**config.mk**
```make
export PLATFORM = sky130hd
export DESIGN_NAME = positional_list_engine
export DESIGN_NICKNAME = d
export VERILOG_FILES = /design/src/design/ple_pkg.sv /design/src/design/ple_ctrl.sv /design/src/design/ple_datapath.sv /design/src/design/positional_list_engine.sv
export VERILOG_INCLUDE_DIRS = /design/src /design/src/design
export SDC_FILE = /design/constraint.sdc
export NUM_CORES = 1
export LEC_CHECK = 0
export BUFFER_PORTS_ARGS = -buffer_cell sky130_fd_sc_hd__buf_2
export CAP_MARGIN = 20
export CORE_ASPECT_RATIO = 1.4
export CORE_MARGIN = 2
export CORE_UTILIZATION = 25
export CTS_CLUSTER_SIZE = 12
export DETAILED_ROUTE_END_ITERATION = 16
export PLACE_DENSITY = 0.47
export SYNTH_ARGS = -nofsm -noshare
export SYNTH_HDL_FRONTEND = slang
export SYNTH_SLANG_ARGS = --single-unit
```
**constraint.sdc**
```tcl
create_clock -name clock -period 5.55 [get_ports clock]
set_input_delay 0.555 -clock clock [delete_from_list [all_inputs] [get_ports clock]]
set_output_delay 0.555 -clock clock [all_outputs]
set_load 0.01 [all_outputs]
```
**src/design/assert_macros.svh**
```systemverilog
// Assertion helpers used by the RTL.
`ifndef ASSERT_MACROS_SVH
`define ASSERT_MACROS_SVH

// Same-cycle implication, muted while in reset.
`define ASSERT_SAME(lbl, clk, rst, ante, cons) \
   lbl: assert property (@(posedge clk) disable iff (rst) (ante) |-> (cons)) \
      else $error("assertion failed");

// Next-cycle implication, muted while in reset.
`define ASSERT_NEXT(lbl, clk, rst, ante, cons) \
   lbl: assert property (@(posedge clk) disable iff (rst) (ante) |=> (cons)) \
      else $error("assertion failed");

`endif

```
**src/design/ple_pkg.sv**
```systemverilog
`default_nettype none
package ple_pkg;

   localparam int CAPACITY = 16;
   localparam int ELEM_W   = 32;
   localparam int POS_W    = 5;
   localparam int OCC_W    = 5;
   localparam int OP_W     = 3;
   localparam int STAT_W   = 2;

   localparam int CNT_W = $clog2(CAPACITY + 1);
   localparam int IDX_W = (CAPACITY > 1) ? $clog2(CAPACITY) : 1;
   localparam int CMP_W = ((CNT_W > POS_W) ? CNT_W : POS_W) + 1;

   localparam int REQ_DATA_W = 40;
   localparam int RSP_DATA_W = 40;

   typedef enum logic [OP_W-1:0] {
      OP_ADD_FRONT = 3'd0,
      OP_ADD_REAR  = 3'd1,
      OP_DEL_FRONT = 3'd2,
      OP_DEL_REAR  = 3'd3,
      OP_DEL_AT    = 3'd4,
      OP_INS_AT    = 3'd5
   } op_type;

   typedef enum logic [STAT_W-1:0] {
      ST_OK        = 2'd0,
      ST_UNDERFLOW = 2'd1,
      ST_RANGE     = 2'd2,
      ST_FULL      = 2'd3
   } status_type;

   typedef struct packed {
      logic load;    // capture the incoming request
      logic commit;  // apply it to the list and load the result register
   } cmd_type;

endpackage
`default_nettype wire

```
**src/design/ple_ctrl.sv**
```systemverilog
`default_nettype none
module ple_ctrl (
   input  wire logic            clock,
   input  wire logic            reset,
   input  wire logic            req_tvalid,
   output logic                 req_tready,
   output logic                 rsp_tvalid,
   input  wire logic            rsp_tready,
   output ple_pkg::cmd_type     cmd
);
   import ple_pkg::*;

   typedef enum logic {
      S_IDLE,
      S_EXEC
   } state_type;

   state_type state_ff, state_in;
   logic      rsp_valid_ff, rsp_valid_in;
   logic      out_free;

   assign out_free   = !rsp_valid_ff || rsp_tready;
   assign req_tready = (state_ff == S_IDLE);
   assign rsp_tvalid = rsp_valid_ff;

   assign cmd.load   = req_tvalid && req_tready;
   assign cmd.commit = (state_ff == S_EXEC) && out_free;

   always_comb begin
      state_in     = state_ff;
      rsp_valid_in = rsp_valid_ff;
      if (rsp_tready) begin
         rsp_valid_in = 1'b0;
      end
      case (state_ff)
         S_IDLE: begin
            if (cmd.load) begin
               state_in = S_EXEC;
            end
         end
         S_EXEC: begin
            // wait here while the previous result is still unclaimed
            if (out_free) begin
               state_in     = S_IDLE;
               rsp_valid_in = 1'b1;
            end
         end
         default: state_in = S_IDLE;
      endcase
   end

   always_ff @(posedge clock) begin
      if (reset) begin
         state_ff     <= S_IDLE;
         rsp_valid_ff <= 1'b0;
      end else begin
         state_ff     <= state_in;
         rsp_valid_ff <= rsp_valid_in;
      end
   end

endmodule
`default_nettype wire

```
**src/design/ple_datapath.sv**
```systemverilog
`default_nettype none
module ple_datapath (
   input  wire logic                              clock,
   input  wire logic                              reset,
   input  wire ple_pkg::cmd_type                  cmd,
   input  wire logic [ple_pkg::REQ_DATA_W-1:0]    req_tdata,
   output logic [ple_pkg::RSP_DATA_W-1:0]         rsp_tdata
);
   import ple_pkg::*;

   logic [OP_W-1:0]   op_ff;
   logic [POS_W-1:0]  pos_ff;
   logic [ELEM_W-1:0] val_ff;
   logic [CNT_W-1:0]  occ_ff, occ_in;
   logic [ELEM_W-1:0] cells_ff [CAPACITY];
   logic [ELEM_W-1:0] cells_in [CAPACITY];
   logic [RSP_DATA_W-1:0] rsp_ff;

   logic [CMP_W-1:0]  pos_w, occ_w;
   logic              full, empty;
   logic              do_put, do_take;
   logic [IDX_W-1:0]  idx;
   status_type        status;
   logic [ELEM_W-1:0] removed;

   assign pos_w = CMP_W'(pos_ff);
   assign occ_w = CMP_W'(occ_ff);
   assign full  = (occ_ff == CNT_W'(CAPACITY));
   assign empty = (occ_ff == '0);

   always_comb begin
      do_put  = 1'b0;
      do_take = 1'b0;
      status  = ST_OK;
      idx     = '0;
      case (op_ff)
         OP_ADD_FRONT: begin
            if (full) status = ST_FULL;
            else do_put = 1'b1;
         end
         OP_ADD_REAR: begin
            idx = IDX_W'(occ_ff);
            if (full) status = ST_FULL;
            else do_put = 1'b1;
         end
         OP_DEL_FRONT: begin
            if (empty) status = ST_UNDERFLOW;
            else do_take = 1'b1;
         end
         OP_DEL_REAR: begin
            idx = IDX_W'(occ_ff - CNT_W'(1));
            if (empty) status = ST_UNDERFLOW;
            else do_take = 1'b1;
         end
         OP_DEL_AT: begin
            idx = IDX_W'(pos_w - CMP_W'(1));
            if (pos_w == '0 || pos_w > occ_w) status = ST_RANGE;
            else do_take = 1'b1;
         end
         OP_INS_AT: begin
            idx = IDX_W'(pos_w - CMP_W'(1));
            // range test first, then the empty-list rule, then capacity
            if (pos_w == '0 || pos_w > occ_w + CMP_W'(1)) status = ST_RANGE;
            else if (empty) status = ST_UNDERFLOW;
            else if (full) status = ST_FULL;
            else do_put = 1'b1;
         end
         default: ;
      endcase
   end

   assign removed = do_take ? cells_ff[idx] : '0;

   always_comb begin
      occ_in = occ_ff;
      if (do_put) occ_in = occ_ff + CNT_W'(1);
      else if (do_take) occ_in = occ_ff - CNT_W'(1);
   end

   // each cell holds, takes the new value, takes its left neighbor (open a gap) or its right one (close a gap)
   for (genvar g = 0; g < CAPACITY; g++) begin : g_cell
      logic [ELEM_W-1:0] prev_w, next_w;
      if (g == 0) begin : g_first
         assign prev_w = cells_ff[g];
      end else begin : g_mid
         assign prev_w = cells_ff[g-1];
      end
      if (g == CAPACITY - 1) begin : g_last
         assign next_w = cells_ff[g];
      end else begin : g_body
         assign next_w = cells_ff[g+1];
      end
      always_comb begin
         cells_in[g] = cells_ff[g];
         if (do_put) begin
            if (IDX_W'(g) == idx) cells_in[g] = val_ff;
            else if (IDX_W'(g) > idx) cells_in[g] = prev_w;
         end else if (do_take) begin
            if (IDX_W'(g) >= idx) cells_in[g] = next_w;
         end
      end
   end

   always_ff @(posedge clock) begin
      if (cmd.load) begin
         op_ff  <= req_tdata[OP_W-1:0];
         pos_ff <= req_tdata[OP_W +: POS_W];
         val_ff <= req_tdata[OP_W+POS_W +: ELEM_W];
      end
      if (cmd.commit) begin
         for (int i = 0; i < CAPACITY; i++) begin
            cells_ff[i] <= cells_in[i];
         end
         rsp_ff <= {occ_in == '0, OCC_W'(occ_in), removed, status};
      end
   end

   always_ff @(posedge clock) begin
      if (reset) begin
         occ_ff <= '0;
      end else if (cmd.commit) begin
         occ_ff <= occ_in;
      end
   end

   assign rsp_tdata = rsp_ff;

endmodule
`default_nettype wire

```
**src/design/positional_list_engine.sv**
```systemverilog
`default_nettype none
// Ordered list of up to CAPACITY signed 32-bit elements held in a shift-capable
// register array. Each request carries an op (add front/rear, delete front/rear,
// delete at or insert at a 1-based position) and returns exactly one response
// with status, the removed element (zero unless a delete succeeds), the count
// afterward and an empty flag. A request is captured first; then each cell
// holds, moves one place or takes the new value and the result register loads.
// The response waits in that register, so the next request is taken meanwhile; a
// stalled response holds the execute step until it drains.
`include "assert_macros.svh"
module positional_list_engine (
   input  wire logic                              clock,
   input  wire logic                              reset,
   input  wire logic                              req_tvalid,
   output logic                                   req_tready,
   // [2:0] op, [7:3] position, [39:8] value
   input  wire logic [ple_pkg::REQ_DATA_W-1:0]    req_tdata,
   output logic                                   rsp_tvalid,
   input  wire logic                              rsp_tready,
   // [1:0] status, [33:2] removed_value, [38:34] occupancy_out, [39] is_empty
   output logic [ple_pkg::RSP_DATA_W-1:0]         rsp_tdata
);
   import ple_pkg::*;

   cmd_type cmd;

   ple_ctrl u_ctrl (
      .clock      (clock),
      .reset      (reset),
      .req_tvalid (req_tvalid),
      .req_tready (req_tready),
      .rsp_tvalid (rsp_tvalid),
      .rsp_tready (rsp_tready),
      .cmd        (cmd)
   );

   ple_datapath u_dp (
      .clock     (clock),
      .reset     (reset),
      .cmd       (cmd),
      .req_tdata (req_tdata),
      .rsp_tdata (rsp_tdata)
   );

   `ASSERT_NEXT(a_busy_after_req, clock, reset, req_tvalid && req_tready, !req_tready)
   `ASSERT_SAME(a_full_count, clock, reset,
      rsp_tvalid && (rsp_tdata[STAT_W-1:0] == ST_FULL),
      rsp_tdata[RSP_DATA_W-2 -: OCC_W] == OCC_W'(CAPACITY))
   `ASSERT_SAME(a_rsp_after_exec, clock, reset, $rose(rsp_tvalid), $past(!req_tready))

endmodule
`default_nettype wire

```
==> results of run 1 <==
[stage by stage]
stage / instance area, um2 / power, uW
detailed placement: 36400 / 7360
floorplan: 34000 / 6670
global route: 38300 / 11800
CTS: 38300 / 11500
finish: 38300 / 11400
global placement: 36400 / 7350
[layout make-up]
class	instances	area, um2
clock inverters	19	169
inverters	15	56.3
diodes	2	5.00
multi-input cells	2510	14800
well taps	1782	2230
fillers	14400	97100
repair buffers	177	1390
clock buffers	83	1680
flip-flops and latches	599	17900
[path summary, 6_finish.rpt]
kind | to | start | slack [ps]
max | u_dp.cells_ff[14][0] | u_dp.occ_ff[0] | 1130
min | u_dp.val_ff[18] | req_tdata[26] | 50
max reg2reg | u_dp.cells_ff[14][0] | u_dp.occ_ff[0] | 1130
min reg2reg | u_ctrl.rsp_tvalid | u_ctrl.rsp_tvalid | 520
[report_power, final]
group / internal [uW] / leakage [uW] / switching, uW
clock network: 2190 / 0.000903 / 1900
registers: 5240 / 0.00548 / 199
logic: 566 / 0.00737 / 1260
[layer usage]
metal	GRT usage, %	share of wire [%]	wire length, um	vias up
met4	5.70	3.4	4140	10
met2	31.1	51	62200	602
met1	21.5	42	51800	13100
li1	-	-	-	12200
met5	0	0.056	69	-
met3	1.57	3.4	4220	189
[cells by family (layout without fill, tap and decap cells)]
logic type / count (synthesis) / after routing
adders and majority gates: 14 / 14
buffers and inverters: 312 / 294
DFF: 599 / 599
muxes: 487 / 487
and+or+nand+nor: 1397 / 1397
other: 0 / 2
AOI/OAI and AO/OA: 599 / 599
xor gates and xnor gates: 13 / 13
[worst register-to-register path, cell delays in order, from the launching register on]
cell and delay [ps]:
dfxtp_1 510, inv_1 240, ha_1 480, inv_1 70, ha_1 290, nor2b_1 130, o21bai_1 70, a21oi_1 420
o21a_4 540, buf_12 460, buf_4 690, o21ai_0 240
[cells in the mapped netlist, types with 2 or more instances]
cell type     n
xnor2_1      13
o22a_1        3
clkbuf_1    124
inv_2         4
o22ai_1       3
a22oi_1       2
mux4_2        2
dfxtp_1       7
nand2_2       7
buf_2       124
nand3_2       4
mux2i_1     452
o21ai_0     233
a311oi_1     91
nor2b_1       3
nand4_1       3
a21oi_1      19
nor3_1        6
or3_1         4
mux2_2       33
nor2_4        4
a211oi_1      3
inv_1        10
nor2_2        4
nand3_1     249
buf_6         9
nand2_1    1048
buf_1         8
and3_1       34
nor3_4        3
buf_4        32
nor2_1       18
ha_1         14
a21o_1        4
o21a_1        2
o21ai_1     224
edfxtp_1    592
[flip-flops by register name, indices dropped and copies added, names as in the netlist]
name,cells
u_dp.cells_ff,512
u_dp.rsp_tdata,40
u_dp.val_ff,32
u_dp.occ_ff,5
u_dp.pos_ff,5
u_dp.op_ff,3
u_ctrl.rsp_tvalid,1
u_ctrl.state_ff,1
[cell usage in the layout, fill, tap and decap left out, types with 3 or more instances in the layout]
cell / netlist / routed
o21ai_1: 224 / 223
a311oi_1: 91 / 91
a21oi_1: 19 / 12
inv_2: 4 / 7
inv_1: 10 / 8
nor2_1: 18 / 10
nand3_1: 249 / 249
nor2_4: 4 / 16
nor3_4: 3 / 3
o21ai_0: 233 / 233
nand2_1: 1048 / 1047
a21oi_4: 0 / 7
xnor2_1: 13 / 13
nand4_1: 3 / 3
nor3_1: 6 / 6
a211oi_1: 3 / 3
clkbuf_1: 124 / 16
clkbuf_16: 0 / 62
buf_4: 32 / 69
edfxtp_1: 592 / 592
clkbuf_8: 0 / 5
ha_1: 14 / 14
mux2i_1: 452 / 452
clkinv_1: 1 / 7
or3_1: 4 / 4
o22ai_4: 1 / 3
buf_12: 0 / 22
nand3_4: 0 / 3
and3_1: 34 / 34
dfxtp_1: 7 / 7
mux2_2: 33 / 33
buf_2: 124 / 86
nand2_2: 7 / 8
clkinv_2: 0 / 6
a21o_1: 4 / 4
==> flow_summary.ini, run 1 <==
[status]
status = finished clean

[place]
port_buffers = 85
place_ws_ps = 1210
place_hpwl_um = 74300
gp_congestion = 0.788
dp.cells = 5083

[setup_path]
crit_required_ps = 5950
crit_fanout = 121
crit_chain = inv_1 -> ha_1 -> inv_1 -> ha_1 -> nor2b_1 -> o21bai_1 -> a21oi_1 -> o21a_4 -> buf_12 -> buf_4 -> o21ai_0
cp_num_buf_inv = 4
crit_path_max_incr_delay_ps = 620
startpoint_type = flip-flop
end_kind = flip-flop
cp.depth = 11
critPathKind = flip-flop to flip-flop
cp.arrival_ps = 4820
crit_slowest_cell = buf_4
crit_family = buffers and inverters
reg2reg_depth = 11

[grt]
grt-ovfl-total = 0
grt_start_max_net_pins = 218
first_global_vias = 25500
grt_first_pass_wirelength_um = 178000
grt_usage_pct = 17.2
antenna_found_initial = 6

[synth]
synth_ff_type = edfxtp_1
synthSimpleGateAreaFrac_pct = 17.2
netlist_top_cells_area = edfxtp_1 (52%), mux2i_1 (13%), nand2_1 (12%)
ys_seq_area_share_pct = 52.7
syn_area_um2 = 34000
synth_nets = 3479
ys_warn_count = 0
synth_top_area_cell = edfxtp_1
yosys.area.top_type_share_pct = 52.3
async_reset_ff_share_pct = 0
synthMuxAreaShare_pct = 14.5
synth_top_family_by_area = simple AND/OR/NAND/NOR gates
ys_ff_latch = 599
synthXorXnorAreaFrac_pct = 0.335
syn_inst = 3421
synth_compound_area_share_pct = 10.2
synth_edf_count = 592
yosys.area_share.adder_pct = 0.515
synth.distinct_cells = 63
synth.avg_cell_area_um2 = 9.94

[floorplanning]
io_pins = 86
coreArea_um2 = 135000
start_util_pct = 25.1
placementRows = 160
die_area_um2 = 139000
die_h_um = 440
fp.dieW_um = 316

[clock_network]
cts_tree = yes
clkLatencyLatePin_ps = 690
cts.clk_slew.worst_paths_ps = 60
cts_buffer_depth = 3
cts_setup_buffers = 0
hold_buffers = 0
post_cts_resized = 0
clock-sinks = 599
htree_levels = 2
cts_buffers = 61
root_buffer = clkbuf_16

[drt]
vias = 26000
drc = 0
drt-total-wl_um = 122000
wl_per_cell_um = 23.6
via_per_inst = 5.02
drt_iter0_markers = 2119
ant_nets = 0
dr.pass1.iters = 5

[timing]
period_share_pct = 79.6
rsz0062_at_grt = no
max_slew_margin_pct = 30.3
finalSetupViolCount = 0
tns_ps = 0
drv_slew = 0
finalWorstSetupSlack_ps = 1130
fmaxAchievable_mhz = 226
worstMarginPinSlew_ps = 1050
hold_slack_ps = 48.9
finalHoldViolCount = 0
period_needed_ps = 4420
finClkSkew_ps = 25.8

[cells_and_area]
fin_nets = 3422
fin_util_pct = 28.3
fin_cells = 5187
synthToLayoutAreaGrowth_pct = 12.6
drive_above_1_share_pct = 10.4

[min_path]
holdCritPathClass = input port to flip-flop
min_path_cells = 1

[power]
irDropWorstVdd_v = 0.000232
p_per_area_nw_per_um2 = 297
p_leak_uw = 0.0138

[job]
drv_cap = 0
Power figures use the tool's default switching activity.
==> inputs of run 2 (changes only) <==
Clock period 5.55 ns to 4.46 ns, I/O delays scaled along.
==> flow_summary.ini, run 2 (synthesis results as in run 1) <==
[status]
status = finished clean

[grt]
grt.met2_usage_pct = 31.0
grt-ovfl-total = 0
grt_start_max_net_pins = 213
first_global_vias = 25900
use_met1_pct = 22.1
grt_usage_pct = 17.4
grt_first_pass_wirelength_um = 181000
antenna_found_initial = 2
busiest_layer = met2
use_met3_pct = 1.59

[floorplanning]
die_h_um = 440
placementRows = 160
fp.dieW_um = 316
die_area_um2 = 139000
io_pins = 86
coreArea_um2 = 135000
start_util_pct = 25.1

[setup_path]
cp.arrival_ps = 4500
reg2reg_depth = 12
rr_endpoint = u_dp.cells_ff[11][8]
reg2reg_setup_slack_ps = 340
crit_family = simple AND/OR/NAND/NOR gates
reg2reg_from = u_dp.occ_ff[1]
end_kind = flip-flop
crit_required_ps = 4840
startpoint_type = flip-flop
crit_fanout = 18
crit_chain = inv_1 -> ha_1 -> inv_1 -> ha_1 -> nor2b_1 -> o21bai_1 -> a21oi_1 -> o21ai_4 -> o21ai_2 -> buf_4 -> nor2_4 -> buf_4
cp_num_buf_inv = 4
cp.depth = 12
crit_path_max_incr_delay_ps = 890
critPathKind = flip-flop to flip-flop
endpoint = u_dp.cells_ff[11][8]
cp-startpoint = u_dp.occ_ff[1]
crit_slowest_cell = nor2_4

[cells_and_area]
seqCellArea_um2 = 17900
fin_cells = 5261
mostFrequentLayoutCells = nand2_1 (1047), edfxtp_1 (592), mux2i_1 (452)
drive_above_1_share_pct = 11.1
fin_util_pct = 28.9
largest_reg_flops = 512
top_register = u_dp.cells_ff
final_common_cell = nand2_1
fin_nets = 3494
multi_input_area_um2 = 14800
fillers = 14200
synthToLayoutAreaGrowth_pct = 14.9

[min_path]
holdCritPathClass = input port to flip-flop

[job]
drv_cap = 0

[clock_network]
cts.clk_slew.worst_paths_ps = 60
post_cts_resized = 0
root_buffer = clkbuf_16
cts_buffer_depth = 3
htree_levels = 2
clkLatencyLatePin_ps = 690
cts_buffers = 61
cts_tree = yes
clock-sinks = 599

[timing]
worstMarginPinSlew_ps = 1190
finClkSkew_ps = 26.6
finalHoldViolCount = 0
period_share_pct = 92.3
finalSetupViolCount = 0
drv_slew = 0
period_needed_ps = 4120
max_slew_margin_pct = 20.8
rsz0062_at_grt = no
fmaxAchievable_mhz = 243

[power]
irDropWorstVdd_v = 0.000336
p_per_area_nw_per_um2 = 365
p_leak_uw = 0.0141

[place]
dp.cells = 5117
gp_congestion = 0.798
place_hpwl_um = 73500
port_buffers = 85

[drt]
vias = 26500
ant_nets = 0
via_per_inst = 5.04
drt-total-wl_um = 124000
wl_per_cell_um = 23.5
drc = 0
drt_iter0_markers = 2186
dr.pass1.iters = 5
==> run 2: worst min path at each step <==
stage | slack (ps) | endpoint | from | cells past startpoint
2_1_floorplan | 490 | u_ctrl.state_ff | u_ctrl.state_ff | 2
3_3_place_gp | 500 | u_ctrl.rsp_tvalid | u_ctrl.rsp_tvalid | 2
4_1_cts | 20 | u_ctrl.state_ff | req_tvalid | 3
3_5_place_dp | 510 | u_ctrl.rsp_tvalid | u_ctrl.rsp_tvalid | 2
5_1_grt | 60 | u_ctrl.state_ff | req_tvalid | 3
6_report | 60 | u_ctrl.state_ff | req_tvalid | 3
==> run 2: repair_timing <==
item | CTS | global route
hold buffers | 38 | 0
endpoints found under the hold margin | 38 | 0
endpoints found under the setup margin | 0 | 0
setup buffers | 0 | 0
==> run 2: report_power, final <==
part           total (uW)  internal (uW)  switching [uW]
clock                5120           2730            2400
combinational        2360            765            1590
sequential           6760           6520             246
==> run 2: cell type report <==
cell class,instances,share of cell area (%)
inverter,15,0.144
timing repair buffer,249,5.57
clock buffer,88,4.33
sequential,599,45.9
clock inverter,17,0.404
antenna,1,0.00641
multi-input combinational,2510,38.0
tap,1782,5.71
==> run 2: metal layers <==
metal	routed length, um	part of all wire [%]	up-vias
met5	0	0	-
met2	62200	50	697
met1	52600	43	13300
met4	4070	3.3	0
li1	-	-	12300
met3	4800	3.9	170
==> run 2: stage by stage <==
stage               setup WS, ps  cell area, um2  TNS [ps]  hold WS (ps)  power, uW
finish                       343           39100         0          59.7      14200
global route                 169           39100         0          55.5      14800
CTS                          377           39000         0          18.8      14400
detailed placement           378           36800         0           506       9220
global placement             438           36800         0           502       9200
floorplan                   -234           34000    -24840           494       8290
==> run 2: worst register-to-register path: stages, from the launching register on <==
cell and delay, ps:
dfxtp_1 450, inv_1 190, ha_1 460, inv_1 80, ha_1 280, nor2b_1 130, o21bai_1 130, a21oi_1 180
o21ai_4 230, o21ai_2 180, buf_4 250, nor2_4 900, buf_4 380
==> inputs of run 3 (changes only) <==
Settings changed: BUFFER_PORTS_ARGS -buffer_cell sky130_fd_sc_hd__buf_2 to -buffer_cell sky130_fd_sc_hd__clkbuf_2.
==> flow_summary.ini, run 3 (synthesis results as in run 1) <==
[status]
status = finished clean

[cells_and_area]
top_register = u_dp.cells_ff
largest_reg_flops = 512
fin_nets = 3518
final_common_cell = nand2_1
synthToLayoutAreaGrowth_pct = 16.0
drive_above_1_share_pct = 11.8
final_area_um2 = 39400
mostFrequentLayoutCells = nand2_1 (1047), edfxtp_1 (592), mux2i_1 (452)

[place]
place_area_um2 = 37000
gp_congestion = 0.783
place_hpwl_um = 74800
port_buffers = 85

[clock_network]
root_buffer = clkbuf_16
htree_levels = 3
cts_setup_buffers = 0
cts_buffer_depth = 3
clkLatencyLatePin_ps = 660
cts.clk_slew.worst_paths_ps = 60
cts_tree = yes
clock-sinks = 599
cts_buffers = 66

[grt]
grt_first_pass_wirelength_um = 179000
grt_start_max_net_pins = 204
grt-ovfl-total = 0
first_global_vias = 26300
antenna_found_initial = 3
grt_usage_pct = 17.4

[drt]
via_per_inst = 5.00
drc = 0
drt-total-wl_um = 123000
drt_iter0_markers = 2368
wl_per_cell_um = 23.2
dr.pass1.iters = 5
ant_nets = 0
vias = 26500

[floorplanning]
start_util_pct = 25.1
coreArea_um2 = 135000
die_area_um2 = 139000
die_h_um = 440
placementRows = 160
io_pins = 86
fp.dieW_um = 316

[timing]
worstMarginPinSlew_ps = 984
max_slew_margin_pct = 34.2
period_needed_ps = 3980
rsz0062_at_grt = no
drv_slew = 0
hold_slack_ps = 49.0
finClkSkew_ps = 34.8
finalHoldViolCount = 0
finalSetupViolCount = 0
period_share_pct = 89.3
fmaxAchievable_mhz = 251

[setup_path]
startpoint_type = flip-flop
reg2reg_from = u_dp.occ_ff[0]
crit_fanout = 203
reg2reg_depth = 11
critPathKind = flip-flop to flip-flop
cp.arrival_ps = 4350
rr_endpoint = u_dp.cells_ff[5][8]
reg2reg_setup_slack_ps = 480
crit_required_ps = 4820
end_kind = flip-flop

[min_path]
min_from = req_tdata[9]
hold_end = u_dp.val_ff[1]
holdCritPathClass = input port to flip-flop
min_path_cells = 1

[job]
drv_cap = 0

[power]
p_leak_uw = 0.0143
irDropWorstVdd_v = 0.000229
p_per_area_nw_per_um2 = 371
run 3: cell type report:
class / instances / area, um2
fillers: 14300 / 95900
clock inverters: 29 / 273
diodes: 2 / 5.00
multi-input cells: 2510 / 14800
well taps: 1782 / 2230
repair buffers: 268 / 2350
inverters: 15 / 56.3
clock buffers: 85 / 1750
flip-flops and latches: 599 / 17900
run 3: worst max path at each step:
stage | startpoint | endpoint | slack [ps] | depth (start not counted)
4_1_cts | u_dp.occ_ff[0] | u_dp.cells_ff[9][28] | 490 | 12
5_1_grt | u_dp.occ_ff[0] | u_dp.cells_ff[5][8] | 190 | 11
3_5_place_dp | u_dp.occ_ff[0] | u_dp.cells_ff[9][25] | 510 | 12
3_3_place_gp | u_dp.occ_ff[0] | u_dp.cells_ff[9][25] | 520 | 12
6_report | u_dp.occ_ff[0] | u_dp.cells_ff[5][8] | 480 | 11
2_1_floorplan | u_dp.occ_ff[0] | u_dp.cells_ff[4][0] | -230 | 15
run 3: stage by stage:
step / util [%] / setup WS [ps] / cells / TNS (ps) / power (uW)
after floorplan: - / -234 / 3421 / -24840 / 8290
after global placement: 27.3 / 515 / 5137 / 0 / 9210
after detailed placement: 27.3 / 515 / 5137 / 0 / 9240
after CTS: 29.1 / 487 / 5288 / 0 / 14800
after global routing: 29.1 / 187 / 5290 / 0 / 15200
final: 29.1 / 478 / 5290 / 0 / 14600
run 3: critical path, cell delays in order, from the launching register on:
cell and delay (ps):
dfxtp_1 500, inv_1 230, ha_1 470, inv_1 90
ha_1 290, nor2b_1 130, o21bai_1 70, a21oi_1 430
o21a_4 230, buf_12 240, buf_12 540, o21ai_0 240
run 3: per-layer routing:
layer  vias up  global-route usage, %  part of all wire [%]
li1      12400                      -                     -
met1     13200                   21.3                    42
met2       720                   30.6                    50
met3       207                   2.12                   4.4
met4         2                   7.38                   3.9
met5         -                      0                0.0065
run 3: repair_timing:
| action | 4_1_cts | 5_1_grt |
|---|---|---|
| endpoints found under the setup margin | 0 | 0 |
| hold endpoints to repair | 37 | 0 |
| hold buffers | 37 | 0 |
| resized for setup | 0 | 0 |
run 3: report_power, final:
group | internal (uW) | switching (uW) | total (uW)
Sequential | 6520 | 254 | 6770
Combinational | 796 | 1570 | 2370
Clock | 3020 | 2460 | 5480
Total | 10300 | 4290 | 14600
